$ cat src/sv/dwls_pkg.sv
package dwls_pkg;

    // command codes carried in the opcode field
    localparam logic [1:0] OP_INSERT = 2'd0;
    localparam logic [1:0] OP_DELETE = 2'd1;
    localparam logic [1:0] OP_END    = 2'd2;

    // configuration register indexes
    localparam logic CFG_HIGHEST_SEQ  = 1'b0;
    localparam logic CFG_VISIBLE_MASK = 1'b1;

    localparam int SEQ_W    = 6;
    localparam int MASK_W   = 64;
    localparam int IN_W     = 8;
    localparam int OUT_W    = 16;

    typedef enum logic [2:0] {
        STAT_OK        = 3'd0,
        STAT_BAD_CMD   = 3'd1,
        STAT_BAD_SEQ   = 3'd2,
        STAT_INS_OPEN  = 3'd3,
        STAT_DEL_OPEN  = 3'd4,
        STAT_UNMATCHED = 3'd5
    } t_status;

    typedef enum logic [2:0] {
        S_IDLE,
        S_LOOKUP,
        S_CHECK,
        S_SCAN,
        S_DRAIN,
        S_DECIDE,
        S_OUT
    } t_state;

    // one stored entry per sequence
    typedef struct packed {
        logic open;
        logic is_ins;
    } t_entry;

    // control from the sequencer to the scan unit
    typedef struct packed {
        logic             clr;
        logic             smp;
        logic [SEQ_W-1:0] idx;
        logic             vis;
    } t_scan_ctl;

    typedef struct packed {
        logic             keep;
        logic [SEQ_W-1:0] owner;
    } t_scan_res;

endpackage

$ cat src/sv/dwls_slot_mem.sv
module dwls_slot_mem
    import dwls_pkg::*;
#(
    parameter int DEPTH = 64,
    parameter int AW    = 6
) (
    input  logic          i_clk,
    input  logic          i_rst_n,
    input  logic          i_wr_en,
    input  logic [AW-1:0] i_wr_addr,
    input  t_entry        i_wr_data,
    input  logic          i_rd_en,
    input  logic [AW-1:0] i_rd_addr,
    output t_entry        o_rd_data
);

    t_entry             mem [DEPTH];
    logic [DEPTH-1:0]   r_vld;
    t_entry             r_rd_data;
    logic               r_rd_vld;

    always_ff @(posedge i_clk) begin
        if (i_wr_en) begin
            mem[i_wr_addr] <= i_wr_data;
        end
        if (i_rd_en) begin
            r_rd_data <= mem[i_rd_addr];
        end
    end

    // per-entry valid bits stand in for the all-zero reset contents
    always_ff @(posedge i_clk) begin
        if (!i_rst_n) begin
            r_vld    <= '0;
            r_rd_vld <= 1'b0;
        end else begin
            if (i_wr_en) begin
                r_vld[i_wr_addr] <= 1'b1;
            end
            if (i_rd_en) begin
                r_rd_vld <= r_vld[i_rd_addr];
            end
        end
    end

    assign o_rd_data = r_rd_vld ? r_rd_data : '0;

endmodule

$ cat src/sv/dwls_scan.sv
module dwls_scan
    import dwls_pkg::*;
(
    input  logic      i_clk,
    input  t_scan_ctl i_ctl,
    input  t_entry    i_entry,
    output t_scan_res o_res
);

    logic [SEQ_W-1:0] r_hi_ins;
    logic [SEQ_W-1:0] r_hi_del;
    logic [SEQ_W-1:0] r_hi_hid;

    // entries arrive in rising order, so a hit simply replaces the maximum
    always_ff @(posedge i_clk) begin
        if (i_ctl.clr) begin
            r_hi_ins <= '0;
            r_hi_del <= '0;
            r_hi_hid <= '0;
        end else if (i_ctl.smp && i_entry.open) begin
            if (i_entry.is_ins) begin
                if (i_ctl.vis) begin
                    r_hi_ins <= i_ctl.idx;
                end else begin
                    r_hi_hid <= i_ctl.idx;
                end
            end else if (i_ctl.vis) begin
                r_hi_del <= i_ctl.idx;
            end
        end
    end

    always_comb begin
        o_res.owner = r_hi_ins;
        if (r_hi_del > r_hi_ins) begin
            o_res.keep = 1'b0;
        end else if (r_hi_ins > r_hi_hid) begin
            o_res.keep = 1'b1;
        end else begin
            o_res.keep = 1'b0;
        end
    end

endmodule

$ cat src/sv/delta_weave_line_selector_core.sv
// weave control event selector
// input stream: one beat per control event, tdata = {seq_num, opcode}.
// output stream: one beat per event, tdata = {owner_seq, keep_lines, status}.
// config channel: i_cfg_index 0 writes highest_seq (low 6 bits of data),
// index 1 writes visible_mask; always ready, write only while idle.
// per-sequence open flag and kind live in a one-port-read, one-port-write
// memory with a registered read. an accepted event reads its entry, checks
// it and writes it back, then the entries 0..top are read one per cycle
// (top = min(highest_seq, SEQ_SLOTS-1)) and the decision is formed.
// a good event steps from idle through lookup, check, scan, drain and
// decide to the output state; one rejected on opcode or range goes from
// idle straight to output, one rejected on the entry check from check.
// the next input beat is taken in the cycle after the result is loaded.
// only one event is worked on at a time; a finished result sits in the
// output register so the next beat is taken while it waits.
// when the receiver stalls, the next result holds in the sequencer until
// the output register frees, and input tready stays low meanwhile.
// reset clears all entries (through per-entry valid bits, no sweep), the
// keep flag, the owner, highest_seq to 63 and visible_mask to zero.
module delta_weave_line_selector_core
    import dwls_pkg::*;
#(
    parameter int SEQ_SLOTS = 64
) (
    input  logic              i_clk,
    input  logic              i_rst_n,
    input  logic              s_axis_tvalid,
    output logic              s_axis_tready,
    input  logic [IN_W-1:0]   s_axis_tdata,   // opcode[1:0], seq_num[7:2]
    output logic              m_axis_tvalid,
    input  logic              m_axis_tready,
    output logic [OUT_W-1:0]  m_axis_tdata,   // status[2:0], keep_lines[3], owner_seq[9:4]
    input  logic              i_cfg_valid,
    output logic              o_cfg_ready,
    input  logic              i_cfg_index,
    input  logic [MASK_W-1:0] i_cfg_data
);

    localparam int SLOT_W = (SEQ_SLOTS > 1) ? $clog2(SEQ_SLOTS) : 1;
    localparam logic [SEQ_W:0] LAST_SLOT = (SEQ_W+1)'(SEQ_SLOTS - 1);

    t_state              r_state, n_state;
    logic [1:0]          r_op, n_op;
    logic [SEQ_W-1:0]    r_seq, n_seq;
    t_status             r_status, n_status;
    logic [SLOT_W-1:0]   r_scan_idx, n_scan_idx;
    logic                r_smp;
    logic [SLOT_W-1:0]   r_smp_idx;
    logic                r_keep, n_keep;
    logic [SEQ_W-1:0]    r_owner, n_owner;
    logic                r_out_vld;
    logic [OUT_W-1:0]    r_out_data;
    logic [SEQ_W-1:0]    r_highest;
    logic [MASK_W-1:0]   r_visible;

    logic [1:0]          in_op;
    logic [SEQ_W-1:0]    in_seq;
    logic [SLOT_W-1:0]   top;
    logic                out_load;
    logic                mem_wr_en, mem_rd_en;
    logic [SLOT_W-1:0]   mem_rd_addr;
    t_entry              mem_wr_data, mem_rd_data;
    t_scan_ctl           scan_ctl;
    t_scan_res           scan_res;

    assign in_op  = s_axis_tdata[1:0];
    assign in_seq = s_axis_tdata[7:2];

    assign top = ({1'b0, r_highest} > LAST_SLOT) ? LAST_SLOT[SLOT_W-1:0]
                                                 : r_highest[SLOT_W-1:0];

    assign s_axis_tready = (r_state == S_IDLE);
    assign o_cfg_ready   = 1'b1;
    assign m_axis_tvalid = r_out_vld;
    assign m_axis_tdata  = r_out_data;

    dwls_slot_mem #(
        .DEPTH (SEQ_SLOTS),
        .AW    (SLOT_W)
    ) u_mem (
        .i_clk     (i_clk),
        .i_rst_n   (i_rst_n),
        .i_wr_en   (mem_wr_en),
        .i_wr_addr (r_seq[SLOT_W-1:0]),
        .i_wr_data (mem_wr_data),
        .i_rd_en   (mem_rd_en),
        .i_rd_addr (mem_rd_addr),
        .o_rd_data (mem_rd_data)
    );

    dwls_scan u_scan (
        .i_clk   (i_clk),
        .i_ctl   (scan_ctl),
        .i_entry (mem_rd_data),
        .o_res   (scan_res)
    );

    always_comb begin
        n_state     = r_state;
        n_op        = r_op;
        n_seq       = r_seq;
        n_status    = r_status;
        n_scan_idx  = r_scan_idx;
        n_keep      = r_keep;
        n_owner     = r_owner;
        out_load    = 1'b0;
        mem_wr_en   = 1'b0;
        mem_wr_data = '0;
        mem_rd_en   = 1'b0;
        mem_rd_addr = r_seq[SLOT_W-1:0];

        scan_ctl.clr = 1'b0;
        scan_ctl.smp = r_smp;
        scan_ctl.idx = SEQ_W'(r_smp_idx);
        scan_ctl.vis = r_visible[r_smp_idx];

        unique case (r_state)
            S_IDLE: begin
                if (s_axis_tvalid) begin
                    n_op  = in_op;
                    n_seq = in_seq;
                    if (in_op > OP_END) begin
                        n_status = STAT_BAD_CMD;
                        n_state  = S_OUT;
                    end else if (in_seq > r_highest || {1'b0, in_seq} > LAST_SLOT) begin
                        n_status = STAT_BAD_SEQ;
                        n_state  = S_OUT;
                    end else begin
                        n_state = S_LOOKUP;
                    end
                end
            end
            S_LOOKUP: begin
                mem_rd_en = 1'b1;
                n_state   = S_CHECK;
            end
            S_CHECK: begin
                scan_ctl.clr = 1'b1;
                n_scan_idx   = '0;
                if (r_op == OP_END) begin
                    if (!mem_rd_data.open) begin
                        n_status = STAT_UNMATCHED;
                        n_state  = S_OUT;
                    end else begin
                        mem_wr_en = 1'b1;
                        n_status  = STAT_OK;
                        n_state   = S_SCAN;
                    end
                end else if (mem_rd_data.open) begin
                    n_status = mem_rd_data.is_ins ? STAT_INS_OPEN : STAT_DEL_OPEN;
                    n_state  = S_OUT;
                end else begin
                    mem_wr_en          = 1'b1;
                    mem_wr_data.open   = 1'b1;
                    mem_wr_data.is_ins = (r_op == OP_INSERT);
                    n_status           = STAT_OK;
                    n_state            = S_SCAN;
                end
            end
            S_SCAN: begin
                mem_rd_en   = 1'b1;
                mem_rd_addr = r_scan_idx;
                if (r_scan_idx == top) begin
                    n_state = S_DRAIN;
                end else begin
                    n_scan_idx = r_scan_idx + SLOT_W'(1);
                end
            end
            S_DRAIN: begin
                // last read beat is folded in at the end of this cycle
                n_state = S_DECIDE;
            end
            S_DECIDE: begin
                n_keep = scan_res.keep;
                if (scan_res.keep) begin
                    n_owner = scan_res.owner;
                end
                n_state = S_OUT;
            end
            S_OUT: begin
                if (!r_out_vld || m_axis_tready) begin
                    out_load = 1'b1;
                    n_state  = S_IDLE;
                end
            end
            default: n_state = S_IDLE;
        endcase
    end

    always_ff @(posedge i_clk) begin
        if (!i_rst_n) begin
            r_state   <= S_IDLE;
            r_keep    <= 1'b0;
            r_owner   <= '0;
            r_out_vld <= 1'b0;
            r_smp     <= 1'b0;
            r_highest <= 6'd63;
            r_visible <= '0;
        end else begin
            r_state <= n_state;
            r_keep  <= n_keep;
            r_owner <= n_owner;
            r_smp   <= (r_state == S_SCAN);
            if (out_load) begin
                r_out_vld <= 1'b1;
            end else if (m_axis_tready) begin
                r_out_vld <= 1'b0;
            end
            if (i_cfg_valid && o_cfg_ready) begin
                unique case (i_cfg_index)
                    CFG_HIGHEST_SEQ:  r_highest <= i_cfg_data[SEQ_W-1:0];
                    CFG_VISIBLE_MASK: r_visible <= i_cfg_data;
                    default: ;
                endcase
            end
        end
    end

    always_ff @(posedge i_clk) begin
        r_op       <= n_op;
        r_seq      <= n_seq;
        r_status   <= n_status;
        r_scan_idx <= n_scan_idx;
        r_smp_idx  <= r_scan_idx;
        if (out_load) begin
            r_out_data <= {(OUT_W-10)'(0), r_owner, r_keep, r_status};
        end
    end

    // a kept decision always comes from a visible insert above sequence zero
    a_keep_owner: assert property (@(posedge i_clk) disable iff (!i_rst_n)
        r_keep |-> r_owner != '0)
        else $error("keep flag set with owner zero");

    a_scan_bound: assert property (@(posedge i_clk) disable iff (!i_rst_n)
        r_state == S_SCAN |-> r_scan_idx <= top)
        else $error("scan index ran past top");

    a_drain_ok: assert property (@(posedge i_clk) disable iff (!i_rst_n)
        r_state == S_DRAIN |=> r_state == S_DECIDE && r_status == STAT_OK)
        else $error("rescan entered on a rejected event");

    a_err_state: assert property (@(posedge i_clk) disable iff (!i_rst_n)
        (r_state == S_OUT && r_status != STAT_OK && $past(r_state) != S_OUT)
            |-> $stable(r_keep) && $stable(r_owner))
        else $error("rejected event changed the decision");

endmodule
$ cat config.mk
export PLATFORM = sky130hd
export DESIGN_NAME = delta_weave_line_selector_core
export DESIGN_NICKNAME = d
export VERILOG_FILES = /design/src/sv/dwls_pkg.sv /design/src/sv/dwls_slot_mem.sv /design/src/sv/dwls_scan.sv /design/src/sv/delta_weave_line_selector_core.sv
export SDC_FILE = /design/constraint.sdc
export NUM_CORES = 1
export LEC_CHECK = 0
export ABC_AREA = 1
export BUFFER_PORTS_ARGS = -buffer_cell sky130_fd_sc_hd__buf_2
export CAP_MARGIN = 20
export CORE_MARGIN = 2
export CORE_UTILIZATION = 60
export DETAILED_ROUTE_END_ITERATION = 10
export GPL_TIMING_DRIVEN = 0
export PLACE_DENSITY = 0.76
export SYNTH_ARGS = -nofsm -noshare
export SYNTH_HDL_FRONTEND = slang
export SYNTH_SLANG_ARGS = --single-unit
export TNS_END_PERCENT = 30
$ cat constraint.sdc
create_clock -name i_clk -period 6.4 [get_ports i_clk]
set_input_delay 0.32 -clock i_clk [delete_from_list [all_inputs] [get_ports i_clk]]
set_output_delay 0.32 -clock i_clk [all_outputs]
set_load 0.01 [all_outputs]
After elaboration in Yosys (flattened, before gate mapping). Memories as Yosys holds them, arrays and structs flattened. A register that Yosys moved wholly into a read port is not among the register bits. Cells that the tools add are included.

Flip-flop bits (word level): 198. RAM bits: 128. Input bits: 78. Output and inout port bits: 19. Logic and storage cells: 109. Memories: 1.

$add $sub $neg: 1. Magnitude comparators: 8. Equal/unequal tests: 13. Mux-type cells: 44. Bitwise logic cells: 4. Reductions and logical operators: 20.

Memories: u_mem.mem (depth 64, bits a word 2, read ports 1, clocked after Yosys merged registers in 1, wr ports 1, RTL line dwls_slot_mem.sv:17) `t_entry mem [DEPTH];`.

Operator list (count): 64-bit OR (1); 3-bit 2-to-1 mux (15); 6-bit by 7-bit less-than comparator with 1-bit output (second input constant) (3); 3-bit one-hot mux with 7 select lines (1); 6-bit > comparator (3); 1-bit 2-to-1 mux (17); 3-bit AND reduction (5); 1-bit binary-select mux with 6-bit select (2); 6-bit 2-to-1 mux (2); 6-bit one-hot mux with 2 select lines (1); 2-bit AND reduction (5); 3-bit equality test (second input constant) (3); 2-bit 2-to-1 mux (4); 2-bit inequality test (second input constant) (4); 6-bit by 1-bit adder with 6-bit output (second input constant) (1); 1-bit demux with 6-bit select (1); 3-bit by 2-bit equality test with 1-bit output (second input constant) (2); 6-bit equality test (1); 6-bit by 1-bit >= comparator with 1-bit output (second input constant) (1); 3-bit one-hot mux with 2 select lines (1); 2-bit nonzero test (3); 3-bit by 1-bit equality test with 1-bit output (second input constant) (1); 3-bit logical NOT (1); 3-bit by 1-bit inequality test with 1-bit output (second input constant) (1); 8 further kinds (11).

Depth between registers and ports, before layout.
Word-level depth: 6. Mapped depth: 16.

Hierarchy. A second synthesis with hierarchy kept.

Cell total of the unflattened synthesis: 1683. Area, all modules: 14202.4 um2.

Modules (own cells, without submodules): dwls_slot_mem (instances 1, cells each 856, area an instance 8074.0 um2); delta_weave_line_selector_core (instances 1, cells each 684, area an instance 5123.7 um2); dwls_scan (instances 1, cells each 143, area an instance 1004.7 um2).

Worst setup path after synthesis. No wires, ideal clock.

Path type: reg-to-reg. Start point: register r_state[1]. End point: memory u_mem.mem[0][0] in the netlist's numbering (data pin). Setup time: 0.864 ns. Arrival time: 4.224 ns. Required time: 5.536 ns. Path slack: 1.312 ns. Cell stages (with the launch flop): 5. Buffers on the path: 0. Period minus slack after synthesis: 5.088 ns. Cells stage by stage: dfxtp_1 > inv_1 > nor2_2 > inv_1 > nor4_1.

RTL lines: from (decl) (RTL line delta_weave_line_selector_core.sv:42) `t_state r_state, n_state;`; from (signal assigned) (RTL line delta_weave_line_selector_core.sv:200) `r_state <= n_state;`; to (decl) (RTL line dwls_slot_mem.sv:17).

Final worst setup path.
Start point: register r_state[1]. End point: register, netlist name u_mem.r_rd_data[0].

Word-level cells in the longest chain between the ends: 3.

Ends and longest elaborated chain: 3-bit by 2-bit equality test with 1-bit output or 3-bit by 1-bit equality test with 1-bit output (tied branches) (RTL line delta_weave_line_selector_core.sv:117) `unique case (r_state)`; 2-bit OR reduction (no source line); 1-bit 2-to-1 mux (RTL line delta_weave_line_selector_core.sv:117).

Parallel ways exist; a longest one is shown, timed or not. A chain may end at the register's enable or synchronous reset.

==> results.ini <==
[status]
status = completed

[clocking]
cts_hold_repair.buffers = 0
clk_pin_slew_ns = 0.06
post_cts_resize_count = 0
cts_setup_buffers = 0
h-tree-depth = 2
cts-root-to-sink-buffers = 3
cts.sinks = 328
clock_insertion_delay_worst_skew_ns = 0.51
numCtsBuffers = 34
ctsRootBufferMaster = sky130_fd_sc_hd__clkbuf_16
cts_tree = built

[grt]
vias_in_the_first_global_route = 11500
grt-ovfl-total = 0
grt_usage_pct = 32.6
global_route_wire_length_before_repair_mm = 61.5
antenna_violations_before_repair = 0
grt_max_degree = 41

[yosys]
synth_commonest_cells = sky130_fd_sc_hd__nor2_1 (490), sky130_fd_sc_hd__dfxtp_1 (171), sky130_fd_sc_hd__edfxtp_1 (157)
async_flop_share_pct = 0
sequential_share_of_the_synthesized_area_pct = 56.9
synth_top_cell_area_share_pct = 33.0
synth-main-ff-cell = sky130_fd_sc_hd__dfxtp_1
postSynthAreaPerCell_sq_um = 8.59
synthMostInstantiatedCell = sky130_fd_sc_hd__nor2_1
postSynthCellCount = 1665
yosys-top-cells-area = sky130_fd_sc_hd__edfxtp_1 (33%), sky130_fd_sc_hd__dfxtp_1 (24%), sky130_fd_sc_hd__nor2_1 (13%), sky130_fd_sc_hd__o21ai_0 (5.0%), sky130_fd_sc_hd__nand3_1 (4.0%)
yosys_warnings = 0
post_synth_instance_area_sq_mm = 0.0143
synthDominantAreaCellType = sky130_fd_sc_hd__edfxtp_1
ys_types = 36
synth-seq-cells = 328
number_of_flops_mapped_to_enable_cells_by_yosys = 157

[job]
number_of_max_cap_violations = 0

[power]
power.density_cell_area_mw_per_mm2 = 377
ir_drop_uv = 233
final_power_mw = 6.20
cellLeakagePower_nw = 6.57

[placement]
buffer_ports.inserted = 89
dp.final_hpwl_mm = 27.4
finalWeightedCongestion = 0.980
dp.cells = 2085

[timing]
max_slew_margin_vs_limit_pct = 41.1
setup_repair_after_global_routing_missed_its_margin = no
final.hold.worst_slack_ns = 0.0304
clock.fmax_ghz = 0.353
layout_worst_path_cycle_share_pct = 44.3
fin_skew_ns = 0.00988
finalWorstPathRequiredPeriod_ns = 2.84
timing_worst_slew_pin_value_ns = 0.884
final-max-slew-violation-count = 0
final-hold-violation-count = 0
timing.final.setup_violations = 0

[setup_path]
worstSetupPathType = flip-flop to flip-flop
critical_path.reg2reg.startpoint = r_state[1]
timing.critical_path.arrival_ns = 3.09
worst_setup_path_startpoint = r_state[1]
setup.worst_path.end_class = flip-flop
cp_data_required_time_ns = 6.66
startpoint_type = flip-flop
critical_path_peak_fanout = 10

[detailed_routing]
post_route_m1_wl_mm = 15.9
drt-wirelength-per-cell_microns = 18.8
met3_wirelength_mm = 4.64
via_cell_ratio = 5.76
num_vias = 12400
drt_first_iter_violations = 1359
drt_first_pass_iters = 6
totalWireLength_mm = 40.3
highest_layer = met4
met2_wirelength_mm = 18.1
route.detailed.drc = 0
antenna_violating_nets_left = 0

[final_layout]
antenna_cells_inserted = 0
num-fill-cells = 1911
sequential_standard_cell_area_sq_mm = 0.00814
layout-area-overhead-vs-synth_pct = 15.0
nNetsFinal = 1900
fin_cells = 2147
drive_above_1_share_pct = 11.7
multiInputGateArea_sq_mm = 0.00529

[floorplanning]
count_of_pins_on_the_block_boundary = 97
design.core.area_sq_mm = 0.0234
initial_core_util_pct = 61.1
floorplan.die.height_microns = 158
chipWidth_microns = 158
row_count = 56
die_area_sq_mm = 0.0251

[min_path]
hold_path_startpoint = s_axis_tdata[2]
min-delay-path-class = input pin to flip-flop

==> cell type report <==
type / instances / share of cell area [%]
buffer: 89 / 2.58
clock buffer: 52 / 6.47
clock inverter: 10 / 0.769
inverter: 128 / 2.92
multi-input combinational: 1125 / 32.2
sequential: 328 / 49.5
tap: 319 / 2.43
timing repair buffer: 96 / 3.15
==> registers in the layout, summed over array words and instances (netlist names) <==
register,cells
r_owner,6
r_visible,64
r_status,3
m_axis_tvalid,1
r_seq,6
u_scan.r_hi_hid,6
r_state,3
u_scan.r_hi_ins,6
m_axis_tdata,10
r_smp,1
u_mem.r_rd_data,2
u_mem.r_rd_vld,1
u_mem.mem,128
r_keep,1
r_op,2
r_scan_idx,6
r_smp_idx,6
u_mem.r_vld,64
u_scan.r_hi_del,6
r_highest,6
==> layer usage <==
layer	GRT usage (%)	vias to the layer above
li1	-	5823
met1	43.8	5729
met2	51.6	666
met3	6.86	146
met4	13.7	0
met5	0	-
==> path summary, 6_finish.rpt <==
path                   endpoint  slack (ns)  cells past startpoint
min                    r_seq[0]        0.03                      1
max reg2reg  u_mem.r_rd_data[0]        3.56                     10
min reg2reg     m_axis_tdata[0]        0.42                      0
max          u_mem.r_rd_data[0]        3.56                     10
==> cells in the final DEF, fill, tap and decap left out, drive strengths merged <==
cell / n
clkinv: 6
nand2: 148
a22o: 1
bufinv: 3
clkbuf: 100
a221oi: 1
o211ai: 38
conb: 7
nand3b: 25
o21ai: 187
nor4: 3
o21bai: 2
dfxtp: 171
o22ai: 15
a21oi: 39
inv: 128
buf: 137
clkinvlp: 1
ha: 20
nor2: 493
nand3: 116
a31oi: 1
edfxtp: 157
or2: 1
xnor2: 2
nand4: 12
nor3: 13
a311oi: 1
==> worst max-delay path, cell delays in order (launching register included) <==
cell and delay, ns:
sky130_fd_sc_hd__dfxtp_1 0.45, sky130_fd_sc_hd__nand3_4 0.20, sky130_fd_sc_hd__nand2_1 0.12, sky130_fd_sc_hd__o21ai_2 0.16, sky130_fd_sc_hd__inv_2 0.22, sky130_fd_sc_hd__clkbuf_1 0.62
sky130_fd_sc_hd__o211ai_1 0.31, sky130_fd_sc_hd__nand3_1 0.18, sky130_fd_sc_hd__nand3_1 0.08, sky130_fd_sc_hd__nand3_1 0.13, sky130_fd_sc_hd__nand2_1 0.10
==> power breakdown <==
part / switching (mW) / internal, mW / total [mW]
clock network: 0.812 / 1.27 / 2.08
registers: 0.0851 / 2.36 / 2.45
logic: 1.20 / 0.471 / 1.67
total: 2.10 / 4.10 / 6.20
==> through the flow <==
stage	setup TNS (ns)	util, %	setup WS (ns)	cell area (sq um)
4_1_cts	0	70.2	3.69	16400
3_5_place_dp	0	65.1	3.74	15200
3_3_place_gp	-181.45	64.8	-2.84	15200
6_report	0	70.2	3.56	16400
2_1_floorplan	0	-	1.31	14300
5_1_grt	0	70.2	3.49	16400
==> cell families (layout without fill, tap and decap cells) <==
group | Yosys count | after routing | share of synthesized area (%)
flops | 328 | 328 | 56.9
other cells | 2 | 7 | 0.0525
xor+xnor | 2 | 2 | 0.123
simple gates | 811 | 811 | 23.8
compound gates | 285 | 285 | 11.0
buf+inv | 217 | 375 | 6.33
fa+ha+maj | 20 | 20 | 1.75
Note: power is estimated with default switching activity, not from simulation.
